File: config.mk
export PLATFORM = sky130hd
export DESIGN_NAME = html_text_escaper_unit
export DESIGN_NICKNAME = d
export VERILOG_FILES = /design/src/sv/hte_pkg.sv /design/src/sv/hte_front.sv /design/src/sv/hte_queue.sv /design/src/sv/hte_back.sv /design/src/sv/html_text_escaper_unit.sv
export SDC_FILE = /design/constraint.sdc
export NUM_CORES = 1
export LEC_CHECK = 0
export BUFFER_PORTS_ARGS = -buffer_cell sky130_fd_sc_hd__buf_2
export CORE_MARGIN = 3
export CORE_UTILIZATION = 45
export DETAILED_ROUTE_END_ITERATION = 12
export PLACE_DENSITY_LB_ADDON = 0.1
export REMOVE_ABC_BUFFERS = 1
export SYNTH_ARGS = -nofsm -noshare
export SYNTH_HDL_FRONTEND = slang
export SYNTH_SLANG_ARGS = --single-unit
File: constraint.sdc
create_clock -name clk -period 3.4 [get_ports clk]
set_clock_uncertainty 0.15 [all_clocks]
set_input_delay 0.34 -clock clk [delete_from_list [all_inputs] [get_ports clk]]
set_output_delay 0.34 -clock clk [all_outputs]
set_load 0.02 [all_outputs]
File: src/sv/hte_pkg.sv
`timescale 1ns / 1ps
// hte_pkg: shared types, constants and byte-expansion functions of the text escaper.
// No dependencies. Used by hte_front, hte_queue, hte_back and html_text_escaper_unit.
package hte_pkg;

    localparam int QDepth = 4;
    localparam int QAw    = $clog2(QDepth);
    localparam int QCntW  = QAw + 1;

    localparam logic [1:0] MODE_PLAIN   = 2'b00;
    localparam logic [1:0] MODE_HEX     = 2'b01;
    localparam logic [1:0] MODE_DEC_ENT = 2'b11;
    localparam logic [1:0] MODE_DEC_RAW = 2'b10;

    typedef enum logic [2:0] {
        K_NONE,
        K_RAW,
        K_HEX,
        K_NBSP,
        K_ENT
    } kind_t;

    typedef struct packed {
        logic       pct;
        kind_t      kind;
        logic [7:0] data;
    } cmd_t;

    function automatic logic [4:0] hex_val(input logic [7:0] c);
        logic [7:0] v;
        begin
            v = 8'h00;
            if (c inside {[8'h30:8'h39]})
            begin
                v = c - 8'h30;
                return {1'b1, v[3:0]};
            end
            if (c inside {[8'h41:8'h46]})
            begin
                v = c - 8'h37;
                return {1'b1, v[3:0]};
            end
            if (c inside {[8'h61:8'h66]})
            begin
                v = c - 8'h57;
                return {1'b1, v[3:0]};
            end
            return 5'b0_0000;
        end
    endfunction

    function automatic logic [7:0] hex_char(input logic [3:0] n);
        begin
            if (n < 4'd10)
                return 8'h30 + {4'b0000, n};
            return 8'h37 + {4'b0000, n};
        end
    endfunction

    function automatic logic [15:0] ent_digits(input logic [7:0] c);
        begin
            case (c)
                8'h22:   return {"3", "4"};
                8'h26:   return {"3", "8"};
                8'h27:   return {"3", "9"};
                8'h3C:   return {"6", "0"};
                8'h3E:   return {"6", "2"};
                default: return {"0", "0"};
            endcase
        end
    endfunction

    function automatic logic [2:0] body_len(input kind_t k);
        begin
            case (k)
                K_RAW:   return 3'd1;
                K_HEX:   return 3'd3;
                K_NBSP:  return 3'd6;
                K_ENT:   return 3'd5;
                default: return 3'd0;
            endcase
        end
    endfunction

    function automatic logic [7:0] body_byte(input kind_t k, input logic [7:0] d,
                                             input logic [2:0] idx);
        logic [15:0] dig;
        begin
            dig = ent_digits(d);
            case (k)
                K_RAW: return d;
                K_HEX:
                begin
                    case (idx)
                        3'd0:    return "%";
                        3'd1:    return hex_char(d[7:4]);
                        default: return hex_char(d[3:0]);
                    endcase
                end
                K_NBSP:
                begin
                    case (idx)
                        3'd0:    return "&";
                        3'd1:    return "n";
                        3'd2:    return "b";
                        3'd3:    return "s";
                        3'd4:    return "p";
                        default: return ";";
                    endcase
                end
                K_ENT:
                begin
                    case (idx)
                        3'd0:    return "&";
                        3'd1:    return "#";
                        3'd2:    return dig[15:8];
                        3'd3:    return dig[7:0];
                        default: return ";";
                    endcase
                end
                default: return 8'h00;
            endcase
        end
    endfunction

endpackage

File: src/sv/hte_front.sv
`timescale 1ns / 1ps
// hte_front: accepts input bytes, tracks held percent sequences, emits expansion commands.
// Depends on hte_pkg.
module hte_front (
    input  logic              clk,
    input  logic              rst_n,
    input  logic              cfg_valid,
    input  logic signed [1:0] escape_mode,
    input  logic              in_valid,
    output logic              in_ready,
    input  logic [7:0]        in_byte,
    input  logic              end_of_text,
    input  logic              q_full,
    output logic              push_valid,
    output hte_pkg::cmd_t     push_cmd
);
    import hte_pkg::*;

    typedef enum logic [1:0] {
        PEND_IDLE,
        PEND_PCT,
        PEND_DIGIT
    } pend_t;

    pend_t       pend_reg, pend_next;
    logic [1:0]  mode_reg;
    logic [3:0]  hd_reg, hd_next;
    logic [4:0]  hv;
    logic        take;
    logic        plain_hold;
    kind_t       plain_kind;
    logic        special;
    logic [7:0]  dec_val;
    cmd_t        cmd;

    assign in_ready = !q_full;
    assign take     = in_valid && in_ready;
    assign hv       = hex_val(in_byte);
    assign special  = (in_byte == 8'h22) || (in_byte == 8'h27) || (in_byte == 8'h26) ||
                      (in_byte == 8'h3C) || (in_byte == 8'h3E);
    assign dec_val  = hv[4] ? {hd_reg, hv[3:0]} : {4'b0000, hd_reg};

    always_comb
    begin
        plain_hold = 1'b0;
        plain_kind = K_RAW;
        if (in_byte < 8'h20)
            plain_kind = K_NONE;
        else if ((in_byte == "%" || in_byte == "#") && mode_reg == MODE_HEX)
            plain_kind = K_HEX;
        else if (in_byte == "%" && mode_reg[1] && !end_of_text)
        begin
            plain_kind = K_NONE;
            plain_hold = 1'b1;
        end
        else if (in_byte == " " && (mode_reg == MODE_PLAIN || mode_reg == MODE_DEC_ENT))
            plain_kind = K_NBSP;
        else if (special && mode_reg != MODE_DEC_RAW)
            plain_kind = K_ENT;
    end

    always_comb
    begin
        pend_next = pend_reg;
        hd_next   = hd_reg;
        cmd.pct   = 1'b0;
        cmd.kind  = plain_kind;
        cmd.data  = in_byte;
        case (pend_reg)
            PEND_DIGIT:
            begin
                pend_next = PEND_IDLE;
                cmd.data  = dec_val;
                cmd.kind  = (dec_val >= 8'h20) ? K_RAW : K_NONE;
            end
            PEND_PCT:
            begin
                if (hv[4] && !end_of_text)
                begin
                    pend_next = PEND_DIGIT;
                    hd_next   = hv[3:0];
                    cmd.kind  = K_NONE;
                end
                else
                begin
                    cmd.pct   = 1'b1;
                    pend_next = plain_hold ? PEND_PCT : PEND_IDLE;
                end
            end
            default:
            begin
                pend_next = plain_hold ? PEND_PCT : PEND_IDLE;
            end
        endcase
    end

    assign push_cmd   = cmd;
    assign push_valid = take && (cmd.pct || cmd.kind != K_NONE);

    always_ff @(posedge clk or negedge rst_n)
    begin
        if (!rst_n)
        begin
            pend_reg <= PEND_IDLE;
            hd_reg   <= 4'h0;
            mode_reg <= MODE_PLAIN;
        end
        else
        begin
            if (cfg_valid)
                mode_reg <= escape_mode;
            if (take)
            begin
                pend_reg <= pend_next;
                hd_reg   <= hd_next;
            end
        end
    end

endmodule

File: src/sv/hte_queue.sv
`timescale 1ns / 1ps
// hte_queue: short command queue between the front and back parts.
// Depends on hte_pkg.
module hte_queue (
    input  logic                     clk,
    input  logic                     rst_n,
    input  logic                     push,
    input  hte_pkg::cmd_t            push_cmd,
    input  logic                     pop,
    output hte_pkg::cmd_t            head,
    output logic                     empty,
    output logic                     full,
    output logic [hte_pkg::QCntW-1:0] level
);
    import hte_pkg::*;

    cmd_t             mem_reg [QDepth];
    logic [QAw-1:0]   wr_ptr_reg;
    logic [QAw-1:0]   rd_ptr_reg;
    logic [QCntW-1:0] cnt_reg, cnt_next;
    logic             do_push, do_pop;

    assign empty   = (cnt_reg == '0);
    assign full    = (cnt_reg == QCntW'(QDepth));
    assign level   = cnt_reg;
    assign head    = mem_reg[rd_ptr_reg];
    assign do_push = push && !full;
    assign do_pop  = pop && !empty;

    always_comb
    begin
        cnt_next = cnt_reg;
        if (do_push && !do_pop)
            cnt_next = cnt_reg + 1'b1;
        else if (do_pop && !do_push)
            cnt_next = cnt_reg - 1'b1;
    end

    always_ff @(posedge clk)
    begin
        if (do_push)
            mem_reg[wr_ptr_reg] <= push_cmd;
    end

    always_ff @(posedge clk or negedge rst_n)
    begin
        if (!rst_n)
        begin
            wr_ptr_reg <= '0;
            rd_ptr_reg <= '0;
            cnt_reg    <= '0;
        end
        else
        begin
            if (do_push)
                wr_ptr_reg <= wr_ptr_reg + 1'b1;
            if (do_pop)
                rd_ptr_reg <= rd_ptr_reg + 1'b1;
            cnt_reg <= cnt_next;
        end
    end

endmodule

File: src/sv/hte_back.sv
`timescale 1ns / 1ps
// hte_back: expands queued commands into registered output bytes, one per unstalled cycle.
// Depends on hte_pkg.
module hte_back (
    input  logic          clk,
    input  logic          rst_n,
    input  hte_pkg::cmd_t head,
    input  logic          empty,
    output logic          pop,
    output logic          out_valid,
    input  logic          out_ready,
    output logic [7:0]    out_byte,
    output logic          run_last
);
    import hte_pkg::*;

    logic [2:0] step_reg;
    logic [2:0] total;
    logic [2:0] idx;
    logic       last;
    logic       load;
    logic [7:0] byte_next;
    logic       out_valid_reg;
    logic [7:0] out_byte_reg;
    logic       run_last_reg;

    assign total = body_len(head.kind) + {2'b00, head.pct};
    assign idx   = head.pct ? step_reg - 3'd1 : step_reg;
    assign last  = (step_reg == total - 3'd1);
    assign load  = !empty && (!out_valid_reg || out_ready);
    assign pop   = load && last;

    always_comb
    begin
        if (head.pct && step_reg == 3'd0)
            byte_next = "%";
        else
            byte_next = body_byte(head.kind, head.data, idx);
    end

    always_ff @(posedge clk or negedge rst_n)
    begin
        if (!rst_n)
        begin
            step_reg      <= 3'd0;
            out_valid_reg <= 1'b0;
        end
        else
        begin
            if (load)
            begin
                out_valid_reg <= 1'b1;
                step_reg      <= last ? 3'd0 : step_reg + 3'd1;
            end
            else if (out_ready)
                out_valid_reg <= 1'b0;
        end
    end

    always_ff @(posedge clk)
    begin
        if (load)
        begin
            out_byte_reg <= byte_next;
            run_last_reg <= last;
        end
    end

    assign out_valid = out_valid_reg;
    assign out_byte  = out_byte_reg;
    assign run_last  = run_last_reg;

endmodule

File: src/sv/html_text_escaper_unit.sv
`timescale 1ns / 1ps
// html_text_escaper_unit: top level of the streaming text escaper with percent decoding.
// Depends on hte_pkg, hte_front, hte_queue, hte_back.
//
//   channel | handshake            | payload
//   --------+----------------------+-------------------------
//   cfg     | cfg_valid/cfg_ready  | escape_mode (2b signed)
//   in      | in_valid/in_ready    | in_byte, end_of_text
//   out     | out_valid/out_ready  | out_byte, run_last
//
// One input byte is taken per cycle while the 4-entry command queue has room.
// The back part emits one output byte per cycle while the output is not stalled; an escape
// of N bytes holds its queue entry until its last byte is loaded, so the rate is set by
// output bytes per input byte. A result byte is registered in the command queue and then
// in the output register before out_valid shows it.
// Reset clears mode, held-percent state, queue and the output valid flag.
module html_text_escaper_unit (
    input  logic              clk,
    input  logic              rst_n,
    input  logic              cfg_valid,
    output logic              cfg_ready,
    input  logic signed [1:0] escape_mode,
    input  logic              in_valid,
    output logic              in_ready,
    input  logic [7:0]        in_byte,
    input  logic              end_of_text,
    output logic              out_valid,
    input  logic              out_ready,
    output logic [7:0]        out_byte,
    output logic              run_last
);
    import hte_pkg::*;

    logic             push_valid;
    cmd_t             push_cmd;
    cmd_t             head;
    logic             q_empty;
    logic             q_full;
    logic             q_pop;
    logic [QCntW-1:0] q_level;

    assign cfg_ready = 1'b1;

    hte_front u_front (
        .clk         (clk),
        .rst_n       (rst_n),
        .cfg_valid   (cfg_valid),
        .escape_mode (escape_mode),
        .in_valid    (in_valid),
        .in_ready    (in_ready),
        .in_byte     (in_byte),
        .end_of_text (end_of_text),
        .q_full      (q_full),
        .push_valid  (push_valid),
        .push_cmd    (push_cmd)
    );

    hte_queue u_queue (
        .clk      (clk),
        .rst_n    (rst_n),
        .push     (push_valid),
        .push_cmd (push_cmd),
        .pop      (q_pop),
        .head     (head),
        .empty    (q_empty),
        .full     (q_full),
        .level    (q_level)
    );

    hte_back u_back (
        .clk       (clk),
        .rst_n     (rst_n),
        .head      (head),
        .empty     (q_empty),
        .pop       (q_pop),
        .out_valid (out_valid),
        .out_ready (out_ready),
        .out_byte  (out_byte),
        .run_last  (run_last)
    );

    a_no_push_when_full: assert property (@(posedge clk) disable iff (!rst_n)
        push_valid |-> !q_full)
        else $error("command pushed into full queue");

    a_no_pop_when_empty: assert property (@(posedge clk) disable iff (!rst_n)
        q_pop |-> !q_empty)
        else $error("command popped from empty queue");

    a_level_bound: assert property (@(posedge clk) disable iff (!rst_n)
        q_level <= QCntW'(QDepth))
        else $error("queue level out of range");

    a_pop_marks_last: assert property (@(posedge clk) disable iff (!rst_n)
        q_pop |=> (out_valid && run_last))
        else $error("command retired without a final output byte");

endmodule
==> results.ini, run 1 <==
[yosys]
synth_cell_types=64
synth_edf_count=57
syn_area_per_cell_um2=10.9
postSynthCellCount=424
synth.largest_area_cell=edfxtp_1
syn_area_mm2=0.00462
synth_top_flop_cell=edfxtp_1
ys_ff_latch=76
async_flop_share_pct=25.0
synth_area_leaders=edfxtp_1 (37%), dfrtp_1 (10%), ha_1 (6.8%)
synth_warnings=0
yosysTopAreaCellShare_pct=37.1
synth-seq-area-share_pct=47.4

[grt]
overflow=0
antenna_found_initial=0
first_global_vias=3516
grt_pass1_wl_mm=17.3
grt_use_total_pct=19.3
grt_max_degree=22

[pwr]
power.density_mw_per_mm2=898
cellLeakagePower_nw=2.16
p_total_mw=4.96
vdd_ir_drop_max_uv=503

[finish]
utilization_pct=56.0
final_cell_mix=edfxtp_1 (57), buf_4 (45), nor2_1 (39)
postLayoutCellArea_mm2=0.00553
diodes=0
largest_register_ffs=48
final_common_cell=edfxtp_1
final-instance-count-excl-fill=634
nNetsFinal=538
drive_above_1_share_pct=24.4
syn_to_final_growth_pct=19.7

[clock_network]
numCtsBuffers=9
cts_max_level=3
clockRootBuffer=clkbuf_8
cts_tree=done
clk_path_buf_depth=2
cts.sink_count=76
clk_pin_slew_ns=0.09
clk-insertion-delay-late_ns=0.35

[placed_design]
dp_hpwl_mm=7.67
dp.cells=609
dp_slack_ns=-0.100
portBuffers=26
place_congestion=0.911
placed_cell_area_mm2=0.00521

[timing]
slew_headroom_pct=50.8
finalSetupTns_ns=0
setup_viol_count_final=0
worst_slack_ns=0.0201
whs_ns=0.0471
drv_slew=0
hold_viol=0
layout_min_cycle_time_ns=3.38
worstMarginPinSlew_ns=0.731
rsz0062_at_grt=yes
max_freq_mhz=296
fin_crit_sh_pct=99.4

[drt]
drt_wl_total_mm=10.4
ant_nets=0
drc=0
wl_per_cell_um=16.4
vias_per_cell=5.49
vias=3478
first_iter_violations=215
firstDrtPassIters=5

[critical_path]
cp.required_ns=3.49
cp_max_fo=4
end_kind=flip-flop
critPathLaunchType=flip-flop
critPathKind=reg -> reg
cp.arrival_ns=3.47

[floorplanning]
die_area_mm2=0.0115
coreArea_mm2=0.00986
start_util_pct=46.8
ioPinCount=28
die_h_um=107
die_w_um=107
num_rows=36

[status]
status=finished clean

[worst_hold_path]
hold_path_class=in -> reg

[flow_run]
maxCapViolations=0

critical path: stages (launching register included):
cell     delay, ns
dfrtp_2       0.42
mux4_2        0.59
xnor2_2       0.16
nor2_1        0.08
nor2_1        0.06
ha_2          0.19
ha_4          0.26
xor2_1        0.14
nand2_1       0.10
nor2_2        0.10
nand2_1       0.08
ha_2          0.21
inv_2         0.05
fa_2          0.41
mux2_2        0.26
per-layer routing:
layer  vias to the layer above  GRT usage (%)  part of all wire [%]
li1                       1717              -                     -
met1                      1693           25.3                    46
met2                        61           32.6                    50
met3                         7           3.96                   3.0
met4                         0           5.11                   1.0
met5                         -              0                     0
layout make-up:
type | instances | area [µm²]
Clock buffer | 10 | 128
Clock inverter | 6 | 71.3
Fill cell | 868 | 4340
Inverter | 26 | 97.6
Multi-Input combinational cell | 306 | 2310
Sequential cell | 76 | 2190
Tap cell | 133 | 166
Timing Repair Buffer | 77 | 569
where the power goes:
part	internal, mW	total (mW)	switching, mW
clock network	0.346	0.705	0.359
logic	1.33	2.89	1.56
registers	1.27	1.37	0.103
path summary, 6_finish.rpt:
check,from,end,slack [ns],cells after the start
min,escape_mode[1],u_front.mode_reg[1]$_DFFE_PN0P_,0.05,3
min in group asynchronous,rst_n,u_back.step_reg[2]$_DFFE_PN0P_,0.33,2
max,u_queue.rd_ptr_reg[0]$_DFFE_PN0P_,u_queue.level[1]$_DFFE_PN0P_,0.02,14
max reg2reg,u_queue.rd_ptr_reg[0]$_DFFE_PN0P_,u_queue.level[1]$_DFFE_PN0P_,0.02,14
max in group asynchronous,rst_n,u_queue.rd_ptr_reg[0]$_DFFE_PN0P_,2.39,2
min reg2reg,u_queue.level[2]$_DFFE_PN0P_,u_queue.level[2]$_DFFE_PN0P_,0.34,1
Yosys cell counts, types with 6 or more instances:
| master | count |
|---|---|
| edfxtp_1 | 57 |
| nor2_1 | 40 |
| nand2_1 | 33 |
| inv_1 | 26 |
| ha_1 | 25 |
| a21oi_1 | 24 |
| dfrtp_1 | 19 |
| o21ai_0 | 19 |
| mux4_2 | 12 |
| xnor2_1 | 12 |
| clkbuf_1 | 11 |
| nor3_1 | 11 |
| a211oi_1 | 9 |
| and2_1 | 8 |
| nand2b_1 | 7 |
| nor2b_1 | 6 |
| o2bb2ai_1 | 6 |
| xor2_1 | 6 |
logic make-up after synthesis:
group	count (synthesis)	share of synthesized area (%)
adder cells (fa/ha/maj)	26	7.21
XOR/XNOR	18	3.41
multiplexers	19	7.56
AND/OR/NAND/NOR	137	15.1
AO/OA/AOI/OAI	105	15.7
flip-flops	76	47.4
buffers and inverters	42	3.58
other	1	0.0812
repair_timing:
item,in CTS,in global routing
resized for setup,4,8
hold buffers,1,0
setup buffers,6,2
pin swaps,2,8
endpoints found under the hold margin,19,0
setup endpoints to repair,2,2
Power figures use the tool's default switching activity.
==> inputs of run 2 (changes only) <==
--- a/config.mk
+++ b/config.mk
@@ -5,10 +5,12 @@
 export SDC_FILE = /design/constraint.sdc
 export NUM_CORES = 1
 export LEC_CHECK = 0
+export ABC_AREA = 1
 export BUFFER_PORTS_ARGS = -buffer_cell sky130_fd_sc_hd__buf_2
 export CORE_MARGIN = 3
 export CORE_UTILIZATION = 45
 export DETAILED_ROUTE_END_ITERATION = 12
+export GPL_TIMING_DRIVEN = 0
 export PLACE_DENSITY_LB_ADDON = 0.1
 export REMOVE_ABC_BUFFERS = 1
 export SYNTH_ARGS = -nofsm -noshare
==> run 2 against run 1 <==
  * Global-route usage decreased by 0.24 points
  * Die area increased by 0.51%
  * Highest routed layer unchanged
  * Register-to-register slack improved by 0.08 ns
  * Via count increased by 3.5%
==> results.ini, run 2 <==
[status]
status=finished clean  ; unchanged

[yosys]
synth.most_common_cell=nand2_1  ; was edfxtp_1
synth_area_leaders=edfxtp_1 (37%), dfrtp_1 (10%), nand2_1 (10%)  ; was edfxtp_1 (37%), dfrtp_1 (10%), ha_1 (6.8%)
synth_top_flop_cell=edfxtp_1  ; unchanged
async_flop_share_pct=25.0  ; unchanged
synth-seq-area-share_pct=47.1  ; was 47.4%
synth_edf_count=57  ; unchanged
synth.largest_area_cell=edfxtp_1  ; unchanged
yosysTopAreaCellShare_pct=36.9  ; was 37.1%
syn_area_mm2=0.00464  ; was 0.00462 mm²
ys_ff_latch=76  ; unchanged
syn_area_per_cell_um2=8.76  ; was 10.9 µm²
synth_cell_types=47  ; was 64
synthTopCellsByCount=nand2_1 (126), inv_1 (66), edfxtp_1 (57)  ; was edfxtp_1 (57), nor2_1 (40), nand2_1 (33)
synth_warnings=0  ; unchanged
postSynthCellCount=530  ; was 424

[finish]
multiInputGateArea_mm2=0.00221  ; was 0.00231 mm²
postLayoutCellArea_mm2=0.00541  ; was 0.00553 mm²
final_cell_mix=nand2_1 (123), inv_1 (64), edfxtp_1 (57)  ; was edfxtp_1 (57), buf_4 (45), nor2_1 (39)
drive_above_1_share_pct=23.8  ; was 24.4%
nNetsFinal=622  ; was 538
final_common_cell=nand2_1  ; was edfxtp_1
fillers=933  ; was 868
regArea_mm2=0.00219  ; about the same
diodes=0  ; unchanged
largest_register_ffs=48  ; unchanged
utilization_pct=54.6  ; was 56.0%
syn_to_final_growth_pct=16.5  ; was 19.7%
final-instance-count-excl-fill=718  ; was 634

[critical_path]
worstPathBufferInverterCount=4  ; was 1
critPathLaunchType=flip-flop  ; unchanged
critPathKind=reg -> reg  ; unchanged
cp.required_ns=3.49  ; about the same
cp_top_family=adder cells  ; unchanged
r2r_end=u_queue.level[1]$_DFFE_PN0P_  ; unchanged
slowest_delay_ns=0.52  ; was 0.59 ns
rr_startpoint=u_queue.rd_ptr_reg[0]$_DFFE_PN0P_  ; unchanged
end_kind=flip-flop  ; unchanged
cp_num_cells=18  ; was 14
cp.arrival_ns=3.39  ; was 3.47 ns
crit_top_cell=nand2_2
reg2reg_setup_slack_ns=0.1  ; was 0.02 ns
ff2ff_path_depth=18  ; was 14
path_cells=buf_12 -> inv_12 -> nand2_1 -> nand3_2 -> nand2_2 -> buf_4 -> nand2_2 -> nor2_4 -> nor3_2 -> ha_2 -> or2_4 -> a21oi_4 -> nand3_4 -> ha_4 -> inv_4 -> fa_2 -> nor2_2 -> a21oi_1  ; was mux4_2 -> xnor2_2 -> nor2_1 -> nor2_1 -> ha_2 -> ha_4 -> xor2_1 -> nand2_1 -> nor2_2 -> nand2_1 -> ha_2 -> inv_2 -> fa_2 -> mux2_2
cp_max_fo=7  ; was 4
critPathLaunch=u_queue.rd_ptr_reg[0]$_DFFE_PN0P_  ; unchanged
cp-endpoint=u_queue.level[1]$_DFFE_PN0P_  ; unchanged
cp_slowest_cell=dfrtp_4  ; was mux4_2

[timing]
hold_viol=0  ; unchanged
finalSetupTns_ns=0  ; unchanged
drv_slew=0  ; unchanged
worst_slack_ns=0.0992  ; was 0.0201 ns
worstMarginPinSlew_ns=1.22  ; was 0.731 ns
slew_headroom_pct=18.5  ; was 50.8%
setup_viol_count_final=0  ; unchanged
whs_ns=0.0403  ; was 0.0471 ns
max_freq_mhz=303  ; was 296 MHz
fin_crit_sh_pct=97.1  ; was 99.4%
layout_min_cycle_time_ns=3.30  ; was 3.38 ns
rsz0062_at_grt=yes  ; unchanged

[pwr]
p_total_mw=5.01  ; was 4.96 mW
vdd_ir_drop_max_uv=543  ; was 503 µV
cellLeakagePower_nw=2.42  ; was 2.16 nW
power.density_mw_per_mm2=926  ; was 898 mW/mm²

[placed_design]
dp.cells=679  ; was 609
placed_cell_area_mm2=0.00485  ; was 0.00521 mm²
portBuffers=26  ; unchanged
dp_slack_ns=-1.13  ; was -0.100 ns
dp_hpwl_mm=7.03  ; was 7.67 mm
place_congestion=0.882  ; was 0.911

[flow_run]
maxCapViolations=0  ; unchanged

[grt]
grt_use_total_pct=19.0  ; was 19.3%
first_global_vias=3471  ; was 3516
overflow=0  ; unchanged
grt_max_degree=20  ; was 22
antenna_found_initial=0  ; unchanged
grt_pass1_wl_mm=17.0  ; was 17.3 mm

[drt]
ant_nets=0  ; unchanged
vias=3598  ; was 3478
vias_per_cell=5.01  ; was 5.49
drt_wl_total_mm=10.4  ; about the same
wl_per_cell_um=14.5  ; was 16.4 µm
firstDrtPassIters=5  ; unchanged
first_iter_violations=169  ; was 215
drc=0  ; unchanged

[clock_network]
clockRootBuffer=clkbuf_8  ; unchanged
clk_path_buf_depth=2  ; unchanged
clk_pin_slew_ns=0.09  ; about the same
numCtsBuffers=9  ; unchanged
cts_max_level=3  ; unchanged
cts.sink_count=76  ; unchanged
cts_tree=done  ; unchanged
clk-insertion-delay-late_ns=0.35  ; about the same

[floorplanning]
ioPinCount=28  ; unchanged
coreArea_mm2=0.00991  ; was 0.00986 mm²
die_w_um=108  ; was 107 µm
die_area_mm2=0.0116  ; was 0.0115 mm²
die_h_um=108  ; was 107 µm
start_util_pct=46.9  ; was 46.8%
num_rows=36  ; unchanged

[worst_hold_path]
hold_path_class=in -> reg  ; unchanged

[run 2: cell families (layout without fill, tap and decap cells)]
family          after synthesis  after routing  synth area share, %
compound gates               65             65                 8.76
other cells                   1              1               0.0808
flops                        76             76                 47.1
buf+inv                      87            142                 8.14
mux                           2              2                0.485
simple gates                266            266                 26.9
xor+xnor                      7              7                 1.32
fa+ha+maj                    26             26                 7.17
[run 2: what timing repair did]
action / in CTS / in global routing
hold endpoints to repair: 19 / 0
buffers inserted: 14 / 7
cloned: 1 / 0
hold buffers: 1 / 0
setup endpoints to repair: 9 / 50
pin swaps: 6 / 15
gates resized for setup: 27 / 22
[run 2: metal layers]
metal / track usage, % / routed length, µm / up-vias
li1: - / - / 1855
met1: 26.4 / 4970 / 1678
met2: 30.4 / 4980 / 55
met3: 3.66 / 337 / 10
met4: 5.59 / 108 / 0
met5: 0 / 0 / -
[run 2: worst min-delay path by stage]
stage                   startpoint                               to  slack, ns  cells after the start
floorplan                    rst_n     u_back.out_valid$_DFFE_PN0P_      -0.11                      0
global route        escape_mode[1]  u_front.mode_reg[1]$_DFFE_PN0P_       0.04                      3
CTS                 escape_mode[1]  u_front.mode_reg[1]$_DFFE_PN0P_       0.02                      3
detailed placement           rst_n     u_queue.level[2]$_DFFE_PN0P_       0.17                      1
finish              escape_mode[0]  u_front.mode_reg[0]$_DFFE_PN0P_       0.04                      3
global placement             rst_n     u_back.out_valid$_DFFE_PN0P_       0.17                      1
[run 2: power breakdown]
| group | internal (mW) | switching, mW |
|---|---|---|
| clock network | 0.284 | 0.387 |
| logic | 1.11 | 1.84 |
| registers | 1.28 | 0.104 |
[run 2: layout make-up]
| type | count | share of cell area [%] |
|---|---|---|
| Clock buffer | 9 | 2.29 |
| Clock inverter | 7 | 1.30 |
| Inverter | 77 | 5.74 |
| Multi-Input combinational cell | 367 | 40.9 |
| Sequential cell | 76 | 40.6 |
| Tap cell | 133 | 3.08 |
| Timing Repair Buffer | 48 | 5.95 |
| Timing Repair inverter | 1 | 0.162 |
[run 2: worst register-to-register path: cells and delay by family, from the launching register on]
kind | cells | cell delay, ns
adders and majority gates | 3 | 0.95
and+or+nand+nor | 9 | 0.94
DFF | 1 | 0.52
buffers and inverters | 4 | 0.42
AOI/OAI and AO/OA | 2 | 0.23
==> inputs of run 3 (changes only) <==
--- a/config.mk
+++ b/config.mk
@@ -7,12 +7,14 @@
 export LEC_CHECK = 0
 export ABC_AREA = 1
 export BUFFER_PORTS_ARGS = -buffer_cell sky130_fd_sc_hd__buf_2
+export CORE_ASPECT_RATIO = 0.8
 export CORE_MARGIN = 3
 export CORE_UTILIZATION = 45
 export DETAILED_ROUTE_END_ITERATION = 12
 export GPL_TIMING_DRIVEN = 0
 export PLACE_DENSITY_LB_ADDON = 0.1
 export REMOVE_ABC_BUFFERS = 1
+export SLEW_MARGIN = 20
 export SYNTH_ARGS = -nofsm -noshare
 export SYNTH_HDL_FRONTEND = slang
 export SYNTH_SLANG_ARGS = --single-unit
==> run 3 against run 2 <==
  * Clock power rose by 43%
  * Largest cell class unchanged
  * Hold slack improved by 0.018 ns
  * Cell area is 3.7% higher
  * Critical path depth grew 5
  * Sequential share of layout area shrank 1.4 points
  * Count of clock-buffer cells in the layout unchanged
  * Maximum frequency up 0.58%
  * Largest power group unchanged
  * Setup slack improved by 0.019 ns
  * Register-to-register slack gained 0.02 ns
  * Highest routed layer unchanged
==> results.ini, run 3 (synthesis gave the netlist of run 2 again) <==
[finish]
final_cell_mix=nand2_1 (121), inv_1 (65), edfxtp_1 (57)  ; was nand2_1 (123), inv_1 (64), edfxtp_1 (57)
utilization_pct=56.9  ; was 54.6%
final_common_cell=nand2_1  ; unchanged
largest_register_ffs=48  ; unchanged
fillers=881  ; was 933
postLayoutCellArea_mm2=0.00561  ; was 0.00541 mm²
nNetsFinal=631  ; was 622
diodes=0  ; unchanged
syn_to_final_growth_pct=20.8  ; was 16.5%
final-instance-count-excl-fill=730  ; was 718
drive_above_1_share_pct=25.6  ; was 23.8%

[floorplanning]
start_util_pct=47.1  ; was 46.9%
die_w_um=120  ; was 108 µm
die_area_mm2=0.0116  ; about the same
ioPinCount=28  ; unchanged
coreArea_mm2=0.00985  ; was 0.00991 mm²
die_h_um=96.9  ; was 108 µm
num_rows=32  ; was 36

[clock_network]
cts_tree=done  ; unchanged
clk-insertion-delay-late_ns=0.34  ; was 0.35 ns
clockRootBuffer=clkbuf_16  ; was clkbuf_8
cts_max_level=3  ; unchanged
cts.sink_count=76  ; unchanged
clk_pin_slew_ns=0.06  ; was 0.09 ns
clk_path_buf_depth=2  ; unchanged
numCtsBuffers=9  ; unchanged

[flow_run]
maxCapViolations=0  ; unchanged

[timing]
hold_viol=0  ; unchanged
layout_min_cycle_time_ns=3.28  ; was 3.30 ns
drv_slew=0  ; unchanged
fin_crit_sh_pct=96.5  ; was 97.1%
rsz0062_at_grt=yes  ; unchanged
setup_viol_count_final=0  ; unchanged
max_freq_mhz=305  ; was 303 MHz
whs_ns=0.0582  ; was 0.0403 ns
slew_headroom_pct=32.0  ; was 18.5%
worstMarginPinSlew_ns=1.02  ; was 1.22 ns

[worst_hold_path]
min_path_cells=3  ; unchanged
hold_path_class=in -> reg  ; unchanged
hp-start=escape_mode[0]  ; unchanged

[critical_path]
end_kind=flip-flop  ; unchanged
path_cells=buf_12 -> inv_12 -> nand2_1 -> o211ai_2 -> nand2_4 -> buf_4 -> buf_4 -> buf_4 -> buf_4 -> buf_4 -> inv_2 -> nor2_4 -> inv_4 -> nand2_2 -> nand2_2 -> nand2_4 -> nand3_4 -> ha_4 -> inv_4 -> fa_2 -> a21oi_2 -> o21ai_1 -> xor2_1  ; was buf_12 -> inv_12 -> nand2_1 -> nand3_2 -> nand2_2 -> buf_4 -> nand2_2 -> nor2_4 -> nor3_2 -> ha_2 -> or2_4 -> a21oi_4 -> nand3_4 -> ha_4 -> inv_4 -> fa_2 -> nor2_2 -> a21oi_1
cp.arrival_ns=3.35  ; was 3.39 ns
cp_slowest_cell=dfrtp_4  ; unchanged
critPathLaunch=u_queue.rd_ptr_reg[0]$_DFFE_PN0P_  ; unchanged
crit_top_cell=buf_4  ; was nand2_2
rr_startpoint=u_queue.rd_ptr_reg[0]$_DFFE_PN0P_  ; unchanged
slowest_delay_ns=0.48  ; was 0.52 ns
cp.required_ns=3.47  ; was 3.49 ns
cp_max_fo=8  ; was 7
critPathLaunchType=flip-flop  ; unchanged
ff2ff_path_depth=23  ; was 18
critPathKind=reg -> reg  ; unchanged

[status]
status=finished clean  ; unchanged

[drt]
drt_wl_total_mm=11.1  ; was 10.4 mm
wl_per_cell_um=15.2  ; was 14.5 µm
drc=0  ; unchanged
ant_nets=0  ; unchanged
vias=3691  ; was 3598
vias_per_cell=5.06  ; was 5.01
first_iter_violations=335  ; was 169
firstDrtPassIters=5  ; unchanged

[grt]
antenna_found_initial=0  ; unchanged
first_global_vias=3508  ; was 3471
overflow=0  ; unchanged
grt_max_degree=20  ; unchanged
grt_use_total_pct=19.7  ; was 19.0%
grt_pass1_wl_mm=18.1  ; was 17.0 mm

[placed_design]
place_congestion=0.838  ; was 0.882
dp_hpwl_mm=7.41  ; was 7.03 mm
portBuffers=26  ; unchanged
placed_cell_area_mm2=0.00487  ; was 0.00485 mm²
dp.cells=682  ; was 679

[pwr]
cellLeakagePower_nw=2.52  ; was 2.42 nW
power.density_mw_per_mm2=966  ; was 926 mW/mm²
vdd_ir_drop_max_uv=691  ; was 543 µV

[run 3: cell count changes in the layout (fill, tap and decap cells not counted), moves of 3 or more]
cell | before | now
buf_4 | 17 | 25
clkbuf_16 | 0 | 9
clkbuf_8 | 9 | 0
o21ai_1 | 7 | 4
[run 3: layer usage]
layer / wire (µm) / track usage [%] / vias to the layer above / part of all wire (%)
met1: 5470 / 29.8 / 1720 / 49
met2: 4860 / 29.1 / 87 / 44
met3: 639 / 4.91 / 10 / 5.8
met5: 0 / 0 / - / 0
met4: 108 / 3.35 / 0 / 0.98
li1: - / - / 1874 / -
[run 3: cell type report]
cell class	instances	area (µm²)	share of cell area (%)
repair buffers	56	375	6.69
well taps	136	170	3.03
flip-flops and latches	76	2190	39.1
repair inverters	2	17.5	0.312
clock buffers	9	225	4.02
inverters	77	315	5.62
clock inverters	7	72.6	1.29
multi-input cells	367	2240	39.9
[run 3: critical path: cells and delay by family, from the launching register on]
| kind | cells | cell delay (ns) |
|---|---|---|
| flip-flops | 1 | 0.48 |
| XOR/XNOR | 1 | 0.14 |
| AND/OR/NAND/NOR | 7 | 0.55 |
| AO/OA/AOI/OAI | 3 | 0.28 |
| buffers and inverters | 10 | 1.04 |
| adder cells (fa/ha/maj) | 2 | 0.52 |
[run 3: final timing paths]
path	endpoint	slack, ns
worst max-delay path	u_queue.level[2]$_DFFE_PN0P_	0.12
worst min-delay path	u_front.mode_reg[0]$_DFFE_PN0P_	0.06
worst max register to register	u_queue.level[2]$_DFFE_PN0P_	0.12
worst min register to register	u_front.hd_reg[0]$_DFFE_PN0P_	0.35
max in group asynchronous	u_queue.rd_ptr_reg[1]$_DFFE_PN0P_	2.33
min in group asynchronous	u_back.step_reg[1]$_DFFE_PN0P_	0.36
[run 3: through the flow]
stage	TNS, ns	worst slack [ns]	total power, mW
CTS	0	0.0194	5.12
finish	0	0.118	5.42
global placement	-4.76	-1.05	3.75
global route	-0.0204	-0.0115	5.85
detailed placement	-5.41	-1.18	3.80
floorplan	-0.633	-0.357	3.22
[run 3: power breakdown]
part | total (mW) | leakage (nW) | switching (mW) | internal (mW)
logic | 3.08 | 1.59 | 1.92 | 1.16
registers | 1.38 | 0.778 | 0.101 | 1.28
clock network | 0.958 | 0.142 | 0.388 | 0.570
[run 3: repair_timing]
| item | 4_1_cts | 5_1_grt |
|---|---|---|
| pin swaps | 9 | 19 |
| setup endpoints to repair | 9 | 2 |
| buffers inserted | 17 | 12 |
| cloned | 1 | 1 |
| hold endpoints to repair | 19 | 0 |
| resized for setup | 28 | 26 |
| hold buffers | 1 | 0 |
